==> src/rtl/core/dprd_pkg.sv <==
`default_nettype none

package dprd_pkg;

	// Pads in result order: orange, red, yellow, green, blue, bass, hi-hat.
	localparam int PAD_COUNT = 7;
	localparam int PAD_BASS  = 5;
	localparam int PAD_HIHAT = 6;

	typedef logic [2:0] level_t;
	typedef logic [4:0] pad_code_t;
	typedef logic [5:0] stick_t;

	localparam pad_code_t PAD_CODE [PAD_COUNT] = '{
		5'h0e, 5'h19, 5'h11, 5'h12, 5'h0f, 5'h1b, 5'h0e
	};

	localparam level_t DEFAULT_PRESSURE_RST = 3'd3;
	localparam stick_t STICK_CENTER         = 6'h20;

	// Bit positions inside the report bytes.
	localparam int HIHAT_FLAG_BIT  = 7;
	localparam int NO_PRESS_BIT    = 6;
	localparam int MINUS_BTN_BIT   = 4;
	localparam int PLUS_BTN_BIT    = 2;
	localparam int FIRST_PAD_BIT   = 7;

	// Hit information that every pad slot compares against.
	typedef struct packed {
		logic      no_press;
		pad_code_t code;
		level_t    level;
	} hit_t;

endpackage

`default_nettype wire

==> src/rtl/core/dprd_report_if.sv <==
`default_nettype none

interface dprd_report_if;
	logic       valid;
	logic       ready;
	logic [7:0] report_byte_0;
	logic [7:0] report_byte_1;
	logic [7:0] report_byte_2;
	logic [7:0] report_byte_3;
	logic [7:0] report_byte_4;
	logic [7:0] report_byte_5;

	modport source (
		output valid, report_byte_0, report_byte_1, report_byte_2,
		output report_byte_3, report_byte_4, report_byte_5,
		input  ready
	);
	modport sink (
		input  valid, report_byte_0, report_byte_1, report_byte_2,
		input  report_byte_3, report_byte_4, report_byte_5,
		output ready
	);
endinterface

`default_nettype wire

==> src/rtl/core/dprd_result_if.sv <==
`default_nettype none

interface dprd_result_if;
	logic              valid;
	logic              ready;
	logic signed [5:0] stick_x;
	logic signed [5:0] stick_y;
	logic              start_pressed;
	logic              select_pressed;
	logic [2:0]        cymbal_right_level;
	logic [2:0]        tom_left_level;
	logic [2:0]        cymbal_left_level;
	logic [2:0]        tom_far_right_level;
	logic [2:0]        tom_right_level;
	logic [2:0]        bass_level;
	logic [2:0]        hi_hat_level;
	logic [6:0]        update_mask;

	modport source (
		output valid, stick_x, stick_y, start_pressed, select_pressed,
		output cymbal_right_level, tom_left_level, cymbal_left_level,
		output tom_far_right_level, tom_right_level, bass_level, hi_hat_level,
		output update_mask,
		input  ready
	);
	modport sink (
		input  valid, stick_x, stick_y, start_pressed, select_pressed,
		input  cymbal_right_level, tom_left_level, cymbal_left_level,
		input  tom_far_right_level, tom_right_level, bass_level, hi_hat_level,
		input  update_mask,
		output ready
	);
endinterface

`default_nettype wire

==> src/rtl/core/dprd_pad_slot.sv <==
`default_nettype none

// Next-level decision for one pad: a code match wins, otherwise the level
// follows the on/off bit when the two disagree.
module dprd_pad_slot (
	input  wire dprd_pkg::hit_t      hit,
	input  wire                      match_en,
	input  wire dprd_pkg::pad_code_t pad_code,
	input  wire                      pad_on,
	input  wire dprd_pkg::level_t    cur_level,
	input  wire dprd_pkg::level_t    default_level,
	output dprd_pkg::level_t         next_level,
	output logic                     rewrite
);

	logic code_hit;
	logic is_lit;

	assign code_hit = match_en && !hit.no_press && (hit.code == pad_code);
	assign is_lit   = (cur_level != '0);

	always_comb begin
		next_level = cur_level;
		rewrite    = 1'b0;
		if (code_hit) begin
			next_level = hit.level;
			rewrite    = 1'b1;
		end else if (pad_on != is_lit) begin
			next_level = pad_on ? default_level : '0;
			rewrite    = 1'b1;
		end
	end

endmodule

`default_nettype wire

==> src/rtl/core/drum_pad_report_decoder_core.sv <==
// Drum pad report decoder. Each six-byte drum extension report word taken on
// the report channel yields exactly one result word: the re-centered stick,
// the start and select buttons, the stored pressure of all seven pads after
// this report, and a mask of the pads that this report rewrote. The block
// takes one report per clock cycle unless the report channel stalls. A
// report is decoded into an input register in the cycle after it is taken,
// and the pad update and result register load follow when the word moves
// on; that move waits while the result side is stalled. The seven pad levels
// are written at the same edge as the result register, which is what lets a
// report in the next cycle see them at once. The result register and the
// input register act as two slots, so a report is still accepted while a
// finished result waits; the report channel stalls only when both slots are
// full. The default pressure register (cfg_we, cfg_wdata) is meant to be
// written only while no report is in flight; it resets to three, and all
// pad levels reset to zero.
`default_nettype none

module drum_pad_report_decoder_core (
	input  wire                 clk,
	input  wire                 arst_n,
	input  wire                 cfg_we,
	input  wire [2:0]           cfg_wdata,
	dprd_report_if.sink         report,
	dprd_result_if.source       result
);

	localparam int N = dprd_pkg::PAD_COUNT;

	// Configuration register.
	dprd_pkg::level_t default_level_q;

	// Decoded report, first stage.
	logic             valid_s1;
	dprd_pkg::stick_t stick_x_s1;
	dprd_pkg::stick_t stick_y_s1;
	logic             start_s1;
	logic             select_s1;
	dprd_pkg::hit_t   hit_s1;
	logic             hihat_s1;
	logic [N-1:0]     pad_on_s1;

	// Result register and stored pad levels.
	logic             valid_s2;
	dprd_pkg::stick_t stick_x_s2;
	dprd_pkg::stick_t stick_y_s2;
	logic             start_s2;
	logic             select_s2;
	logic [N-1:0]     mask_s2;
	dprd_pkg::level_t pad_level_q [N];

	// Per-pad next levels from the slot logic.
	dprd_pkg::level_t next_level [N];
	logic [N-1:0]     rewrite;
	logic [N-1:0]     match_en;

	logic advance;
	logic take;

	// The second stage moves whenever the result register is empty or drained.
	assign advance      = !valid_s2 || result.ready;
	assign report.ready = !valid_s1 || advance;
	assign take         = report.valid && report.ready;

	always_ff @(posedge clk or negedge arst_n) begin
		if (!arst_n) begin
			default_level_q <= dprd_pkg::DEFAULT_PRESSURE_RST;
		end else if (cfg_we) begin
			default_level_q <= cfg_wdata;
		end
	end

	// First stage: pick the fields out of the report bytes.
	always_ff @(posedge clk or negedge arst_n) begin
		if (!arst_n) begin
			valid_s1 <= 1'b0;
		end else if (report.ready) begin
			valid_s1 <= report.valid;
		end
	end

	always_ff @(posedge clk) begin
		if (take) begin
			// Subtracting thirty-two in six bits just flips the top bit.
			stick_x_s1     <= report.report_byte_0[5:0] ^ dprd_pkg::STICK_CENTER;
			stick_y_s1     <= report.report_byte_1[5:0] ^ dprd_pkg::STICK_CENTER;
			start_s1       <= !report.report_byte_4[dprd_pkg::PLUS_BTN_BIT];
			select_s1      <= !report.report_byte_4[dprd_pkg::MINUS_BTN_BIT];
			hit_s1.no_press <= report.report_byte_2[dprd_pkg::NO_PRESS_BIT];
			hit_s1.code    <= report.report_byte_2[5:1];
			// Pressure is seven minus the inverted softness, which is its complement.
			hit_s1.level   <= ~report.report_byte_3[7:5];
			hihat_s1       <= !report.report_byte_2[dprd_pkg::HIHAT_FLAG_BIT];
			// Pad switches are active low, orange at the top bit. The hi-hat has
			// no switch and always reads as off.
			for (int i = 0; i < N; i++) begin
				if (i == dprd_pkg::PAD_HIHAT) begin
					pad_on_s1[i] <= 1'b0;
				end else begin
					pad_on_s1[i] <= !report.report_byte_5[dprd_pkg::FIRST_PAD_BIT - i];
				end
			end
		end
	end

	// The bass and the hi-hat share the code slot chosen by the hi-hat flag.
	always_comb begin
		for (int i = 0; i < N; i++) begin
			if (i == dprd_pkg::PAD_BASS) begin
				match_en[i] = !hihat_s1;
			end else if (i == dprd_pkg::PAD_HIHAT) begin
				match_en[i] = hihat_s1;
			end else begin
				match_en[i] = 1'b1;
			end
		end
	end

	for (genvar g = 0; g < N; g++) begin : g_slot
		dprd_pad_slot u_slot (
			.hit           (hit_s1),
			.match_en      (match_en[g]),
			.pad_code      (dprd_pkg::PAD_CODE[g]),
			.pad_on        (pad_on_s1[g]),
			.cur_level     (pad_level_q[g]),
			.default_level (default_level_q),
			.next_level    (next_level[g]),
			.rewrite       (rewrite[g])
		);
	end

	// Second stage: pad levels change only when a word moves into the result
	// register, so the next word in the first stage sees them right away.
	always_ff @(posedge clk or negedge arst_n) begin
		if (!arst_n) begin
			valid_s2 <= 1'b0;
			for (int i = 0; i < N; i++) begin
				pad_level_q[i] <= '0;
			end
		end else if (advance) begin
			valid_s2 <= valid_s1;
			if (valid_s1) begin
				for (int i = 0; i < N; i++) begin
					pad_level_q[i] <= next_level[i];
				end
			end
		end
	end

	always_ff @(posedge clk) begin
		if (advance && valid_s1) begin
			stick_x_s2 <= stick_x_s1;
			stick_y_s2 <= stick_y_s1;
			start_s2   <= start_s1;
			select_s2  <= select_s1;
			mask_s2    <= rewrite;
		end
	end

	// The stored levels only move together with the result register, so they
	// always match the word on display.
	assign result.valid               = valid_s2;
	assign result.stick_x             = $signed(stick_x_s2);
	assign result.stick_y             = $signed(stick_y_s2);
	assign result.start_pressed       = start_s2;
	assign result.select_pressed      = select_s2;
	assign result.cymbal_right_level  = pad_level_q[0];
	assign result.tom_left_level      = pad_level_q[1];
	assign result.cymbal_left_level   = pad_level_q[2];
	assign result.tom_far_right_level = pad_level_q[3];
	assign result.tom_right_level     = pad_level_q[4];
	assign result.bass_level          = pad_level_q[dprd_pkg::PAD_BASS];
	assign result.hi_hat_level        = pad_level_q[dprd_pkg::PAD_HIHAT];
	assign result.update_mask         = mask_s2;

endmodule

`default_nettype wire

==> src/flat_wrapper.sv <==
// flat-port wrapper written by rule: the top's interface ports become plain ports
module drum_pad_report_decoder_core_flat 
  (clk, arst_n, cfg_we, cfg_wdata, report_valid, report_report_byte_0, report_report_byte_1, report_report_byte_2, report_report_byte_3, report_report_byte_4, report_report_byte_5, report_ready, result_valid, result_stick_x, result_stick_y, result_start_pressed, result_select_pressed, result_cymbal_right_level, result_tom_left_level, result_cymbal_left_level, result_tom_far_right_level, result_tom_right_level, result_bass_level, result_hi_hat_level, result_update_mask, result_ready);
  dprd_report_if report_i ();
  dprd_result_if result_i ();
  input  wire clk;
  input  wire arst_n;
  input  wire cfg_we;
  input  wire [2:0] cfg_wdata;
  input wire logic [$bits(report_i.valid)-1:0] report_valid;
  input wire logic [$bits(report_i.report_byte_0)-1:0] report_report_byte_0;
  input wire logic [$bits(report_i.report_byte_1)-1:0] report_report_byte_1;
  input wire logic [$bits(report_i.report_byte_2)-1:0] report_report_byte_2;
  input wire logic [$bits(report_i.report_byte_3)-1:0] report_report_byte_3;
  input wire logic [$bits(report_i.report_byte_4)-1:0] report_report_byte_4;
  input wire logic [$bits(report_i.report_byte_5)-1:0] report_report_byte_5;
  output wire logic [$bits(report_i.ready)-1:0] report_ready;
  output wire logic [$bits(result_i.valid)-1:0] result_valid;
  output wire logic [$bits(result_i.stick_x)-1:0] result_stick_x;
  output wire logic [$bits(result_i.stick_y)-1:0] result_stick_y;
  output wire logic [$bits(result_i.start_pressed)-1:0] result_start_pressed;
  output wire logic [$bits(result_i.select_pressed)-1:0] result_select_pressed;
  output wire logic [$bits(result_i.cymbal_right_level)-1:0] result_cymbal_right_level;
  output wire logic [$bits(result_i.tom_left_level)-1:0] result_tom_left_level;
  output wire logic [$bits(result_i.cymbal_left_level)-1:0] result_cymbal_left_level;
  output wire logic [$bits(result_i.tom_far_right_level)-1:0] result_tom_far_right_level;
  output wire logic [$bits(result_i.tom_right_level)-1:0] result_tom_right_level;
  output wire logic [$bits(result_i.bass_level)-1:0] result_bass_level;
  output wire logic [$bits(result_i.hi_hat_level)-1:0] result_hi_hat_level;
  output wire logic [$bits(result_i.update_mask)-1:0] result_update_mask;
  input wire logic [$bits(result_i.ready)-1:0] result_ready;
  assign report_i.valid = report_valid;
  assign report_i.report_byte_0 = report_report_byte_0;
  assign report_i.report_byte_1 = report_report_byte_1;
  assign report_i.report_byte_2 = report_report_byte_2;
  assign report_i.report_byte_3 = report_report_byte_3;
  assign report_i.report_byte_4 = report_report_byte_4;
  assign report_i.report_byte_5 = report_report_byte_5;
  assign report_ready = report_i.ready;
  assign result_valid = result_i.valid;
  assign result_stick_x = result_i.stick_x;
  assign result_stick_y = result_i.stick_y;
  assign result_start_pressed = result_i.start_pressed;
  assign result_select_pressed = result_i.select_pressed;
  assign result_cymbal_right_level = result_i.cymbal_right_level;
  assign result_tom_left_level = result_i.tom_left_level;
  assign result_cymbal_left_level = result_i.cymbal_left_level;
  assign result_tom_far_right_level = result_i.tom_far_right_level;
  assign result_tom_right_level = result_i.tom_right_level;
  assign result_bass_level = result_i.bass_level;
  assign result_hi_hat_level = result_i.hi_hat_level;
  assign result_update_mask = result_i.update_mask;
  assign result_i.ready = result_ready;
  drum_pad_report_decoder_core u_core (.clk(clk), .arst_n(arst_n), .cfg_we(cfg_we), .cfg_wdata(cfg_wdata), .report(report_i), .result(result_i));
endmodule
==> config.mk <==
export PLATFORM = sky130hd
export DESIGN_NAME = drum_pad_report_decoder_core_flat
export DESIGN_NICKNAME = d
export VERILOG_FILES = /design/src/rtl/core/dprd_pkg.sv /design/src/rtl/core/dprd_report_if.sv /design/src/rtl/core/dprd_result_if.sv /design/src/rtl/core/dprd_pad_slot.sv /design/src/rtl/core/drum_pad_report_decoder_core.sv /design/src/flat_wrapper.sv
export SDC_FILE = /design/constraint.sdc
export NUM_CORES = 1
export LEC_CHECK = 0
export BUFFER_PORTS_ARGS = -buffer_cell sky130_fd_sc_hd__buf_2
export CAP_MARGIN = 30
export CORE_MARGIN = 1.5
export CORE_UTILIZATION = 46
export DETAILED_ROUTE_END_ITERATION = 10
export PLACE_DENSITY = 0.79
export SKIP_CTS_REPAIR_TIMING = 1
export SYNTH_ARGS = -nofsm -noshare
export SYNTH_HDL_FRONTEND = slang
export SYNTH_SLANG_ARGS = --single-unit
==> constraint.sdc <==
create_clock -name clk -period 2 [get_ports clk]
set_clock_uncertainty 0.2 [all_clocks]
set_input_delay 0 -clock clk [delete_from_list [all_inputs] [get_ports clk]]
set_output_delay 0 -clock clk [all_outputs]
set_load 0.005 [all_outputs]
==> impl_metrics.xml <==
<?xml version="1.0" encoding="UTF-8"?>
<metrics>
  <group name="placement">
    <metric name="hpwl" unit="um">4294</metric>
    <metric name="globalplace.congestion" unit="">0.7561</metric>
    <metric name="portBuffers" unit="">81</metric>
    <metric name="dpl_worst_slack" unit="ns">0.08439</metric>
  </group>
  <group name="timing">
    <metric name="timing.final.setup_violations" unit="">0</metric>
    <metric name="finalHoldViolations" unit="">7</metric>
    <metric name="rsz0062_at_grt" unit="">no</metric>
    <metric name="worstMarginPinSlew" unit="ns">0.6008</metric>
    <metric name="period_needed" unit="ns">1.920</metric>
    <metric name="finalCritPeriodShare" unit="">0.9602</metric>
    <metric name="maxSlewHeadroom" unit="">0.5994</metric>
    <metric name="timing.hold.ws" unit="ns">-0.003986</metric>
    <metric name="fmax" unit="MHz">520.7</metric>
    <metric name="setup_slack" unit="ns">0.07964</metric>
    <metric name="report.final.slew_viol_count" unit="">0</metric>
    <metric name="tns" unit="ns">0</metric>
  </group>
  <group name="grt">
    <metric name="number_of_antenna_violations_at_the_first_check_in_global_routing" unit="">0</metric>
    <metric name="grt_remaining_overflow" unit="">0</metric>
    <metric name="maximum_number_of_pins_on_one_net_before_global_route_repair" unit="">31</metric>
    <metric name="grt_pass1_wl" unit="um">9604</metric>
    <metric name="groute.usage.overall" unit="">0.1747</metric>
    <metric name="first_global_vias" unit="">1963</metric>
  </group>
  <group name="worst_setup_path">
    <metric name="crit_path_max_incr_delay" unit="ns">0.51</metric>
    <metric name="worstSetupStartpoint" unit="">u_core.result.tom_left_level[1]</metric>
    <metric name="setup_slack_on_the_worst_flop_to_flop_path" unit="ns">0.08</metric>
    <metric name="worst-path-max-fanout" unit="">4</metric>
    <metric name="reg_to_reg_critical_path_startpoint" unit="">u_core.result.tom_left_level[1]</metric>
    <metric name="critical_path_arrival" unit="ns">1.95</metric>
    <metric name="timing.critical_path.from_type" unit="">flip-flop</metric>
    <metric name="rr_worst_depth" unit="">4</metric>
    <metric name="capture_point_of_the_worst_reg_to_reg_path" unit="">u_core.result.tom_left_level[1]</metric>
    <metric name="slowest_stage" unit="">sky130_fd_sc_hd__or4_1</metric>
    <metric name="cp_data_required_time" unit="ns">2.03</metric>
    <metric name="worstPathCellList" unit="">or4_1 -&gt; a32o_2 -&gt; nand2_4 -&gt; mux2_4</metric>
    <metric name="setup.worst_path.class" unit="">reg2reg</metric>
    <metric name="end_kind" unit="">flip-flop</metric>
  </group>
  <group name="yosys">
    <metric name="post_synth_num_cell_types" unit="">35</metric>
    <metric name="synthMostInstantiatedCell" unit="">sky130_fd_sc_hd__edfxtp_1</metric>
    <metric name="synthDominantAreaCellType" unit="">sky130_fd_sc_hd__edfxtp_1</metric>
    <metric name="netlist.area_leader.share" unit="">0.4817</metric>
    <metric name="syn_avg_cell_area" unit="sq um">15.36</metric>
    <metric name="synth_top_flop_cell" unit="">sky130_fd_sc_hd__edfxtp_1</metric>
    <metric name="share_of_synthesized_registers_carrying_an_async_set_or_reset" unit="">0.3377</metric>
    <metric name="ys_top_cells_by_area" unit="">sky130_fd_sc_hd__edfxtp_1, sky130_fd_sc_hd__dfrtp_1, sky130_fd_sc_hd__mux2i_1</metric>
    <metric name="post_synth_most_frequent_cells" unit="">sky130_fd_sc_hd__edfxtp_1, sky130_fd_sc_hd__nand2_1, sky130_fd_sc_hd__dfrtp_1</metric>
    <metric name="synth.cell_area" unit="sq mm">0.003179</metric>
    <metric name="seq_total_area_yosys" unit="">0.6871</metric>
    <metric name="postSynthNetCount" unit="">263</metric>
    <metric name="yosys_register_bits" unit="">77</metric>
    <metric name="synth-edff-count" unit="">51</metric>
    <metric name="synth_warnings" unit="">0</metric>
    <metric name="postSynthCellCount" unit="">207</metric>
  </group>
  <group name="die">
    <metric name="fp-row-count" unit="">30</metric>
    <metric name="overall_die_area" unit="sq mm">0.007419</metric>
    <metric name="placeableCoreArea" unit="sq mm">0.006719</metric>
    <metric name="die_width" unit="um">86.14</metric>
    <metric name="top_level_ports" unit="">100</metric>
    <metric name="start_util" unit="">0.4732</metric>
    <metric name="floorplan.die.height" unit="um">86.14</metric>
  </group>
  <group name="clock_tree">
    <metric name="cts_root_buffer" unit="">sky130_fd_sc_hd__clkbuf_8</metric>
    <metric name="clkSlewWorstSetupHoldPaths" unit="ns">0.08</metric>
    <metric name="clock_path_buffers" unit="">2</metric>
    <metric name="insertion_delay" unit="ns">0.35</metric>
    <metric name="htree_levels" unit="">3</metric>
    <metric name="numClockSinks" unit="">77</metric>
    <metric name="numCtsBuffers" unit="">9</metric>
    <metric name="tritoncts_clock_tree" unit="">done</metric>
  </group>
  <group name="layout">
    <metric name="antennaDiodeCount" unit="">0</metric>
    <metric name="share_of_final_layout_standard_cells_stronger_than_drive_strength_1" unit="">0.3573</metric>
    <metric name="synthToLayoutAreaGrowth" unit="%">36.68</metric>
    <metric name="fillerInstances" unit="">493</metric>
    <metric name="fin_nets" unit="">398</metric>
  </group>
  <group name="routing">
    <metric name="post_drt_via_cell_ratio" unit="">4.979</metric>
    <metric name="postRouteWirelength" unit="um">6572</metric>
    <metric name="average_wire_per_cell_in_the_routed_design" unit="um">15.39</metric>
    <metric name="detail_route.first_pass.iterations" unit="">5</metric>
    <metric name="drc" unit="">0</metric>
    <metric name="antenna_left" unit="">0</metric>
    <metric name="num_vias" unit="">2126</metric>
    <metric name="initialDrtViolationCount" unit="">77</metric>
  </group>
  <group name="power_and_ir_drop">
    <metric name="ir_drop" unit="mV">0.5038</metric>
    <metric name="p_leak" unit="nW">1.994</metric>
    <metric name="power.density_cell_area" unit="mW/mm^2">1054</metric>
  </group>
  <group name="min_path">
    <metric name="worst_hold_path_type" unit="">in2async</metric>
  </group>
  <group name="run_status">
    <metric name="run_status" unit="">complete, but fails checks</metric>
    <metric name="failing_checks" unit="">negative hold slack</metric>
  </group>
  <group name="run">
    <metric name="number_of_max_cap_violations" unit="">0</metric>
  </group>
</metrics>
==> cells in the final DEF, fill, tap and decap left out, types with 5 or more instances in the layout <==
cell,count
sky130_fd_sc_hd__nand2_1,28
sky130_fd_sc_hd__clkbuf_8,9
sky130_fd_sc_hd__mux2_1,13
sky130_fd_sc_hd__buf_2,81
sky130_fd_sc_hd__mux2i_1,18
sky130_fd_sc_hd__dfrtp_1,24
sky130_fd_sc_hd__inv_1,14
sky130_fd_sc_hd__mux2_2,5
sky130_fd_sc_hd__edfxtp_1,51
sky130_fd_sc_hd__dlygate4sd3_1,40
==> critical path, delay by kind of cell (launching register included) <==
| kind | cells | cell delay [ns] |
|---|---|---|
| AND/OR/NAND/NOR | 2 | 0.61 |
| multiplexers | 1 | 0.30 |
| AO/OA/AOI/OAI | 1 | 0.27 |
| flip-flops | 1 | 0.43 |
==> per-stage QoR <==
stage          power (mW)  utilization  std cells  cell area [sq um]  hold WS, ns
6_report            4.581       0.6467        427               4345    -0.003986
3_3_place_gp        3.208       0.5542        371               3724      -0.1708
2_1_floorplan       2.808            -        207               3179      -0.4956
5_1_grt             4.817       0.6467        427               4345      0.04932
3_5_place_dp        3.260       0.5542        371               3724      -0.1537
4_1_cts             4.555       0.5872        387               3945      -0.5398
==> routing by layer <==
layer,global-route usage,share of wire,vias to the layer above
met5,0,0,-
met4,0.07918,0.0044,0
met3,0.04235,0.052,4
met2,0.2956,0.53,60
met1,0.2124,0.42,1043
li1,-,-,1019
==> worst max-delay path by stage <==
stage / end / slack (ns) / depth (start not counted)
2_1_floorplan: u_core.hihat_s1 / 0.1 / 2
3_3_place_gp: u_core.result.tom_left_level[0] / 0.14 / 4
3_5_place_dp: u_core.result.tom_left_level[1] / 0.08 / 4
4_1_cts: u_core.result.tom_left_level[1] / 0.07 / 4
5_1_grt: u_core.result.cymbal_left_level[0] / 0.02 / 4
6_report: u_core.result.tom_left_level[1] / 0.08 / 4
==> flip-flops by register name (all words and copies together) (netlist names), 6 cells and up <==
register,cells
u_core.hit_s1,9
u_core.result.stick_x,6
u_core.result.update_mask,7
u_core.result.stick_y,6
u_core.stick_y_s1,6
u_core.pad_on_s1,6
u_core.stick_x_s1,6
==> where the power goes <==
part           switching (mW)  internal [mW]
combinational           0.455          0.571
clock                   0.580          0.714
sequential              0.224           2.04
==> kinds of logic (layout without fill, tap and decap cells) <==
kind of cell / after synthesis / in the layout / share of synthesized area
xor gates and xnor gates: 2 / 2 / 0.005511
muxes: 39 / 39 / 0.1346
AOI/OAI and AO/OA: 13 / 13 / 0.03779
and+or+nand+nor: 57 / 57 / 0.09524
DFF: 77 / 77 / 0.6871
buffers and inverters: 19 / 159 / 0.03975
==> area by class of cell <==
class | instances | area (sq um) | area share
clock buffers | 10 | 127.6 | 0.02937
clock inverters | 6 | 93.84 | 0.02160
inverters | 18 | 122.6 | 0.02822
multi-input cells | 111 | 868.3 | 0.1998
flip-flops and latches | 77 | 2185 | 0.5027
well taps | 80 | 100.1 | 0.02303
repair buffers | 125 | 848.3 | 0.1952
No activity file was read; power rests on OpenSTA's default activity.
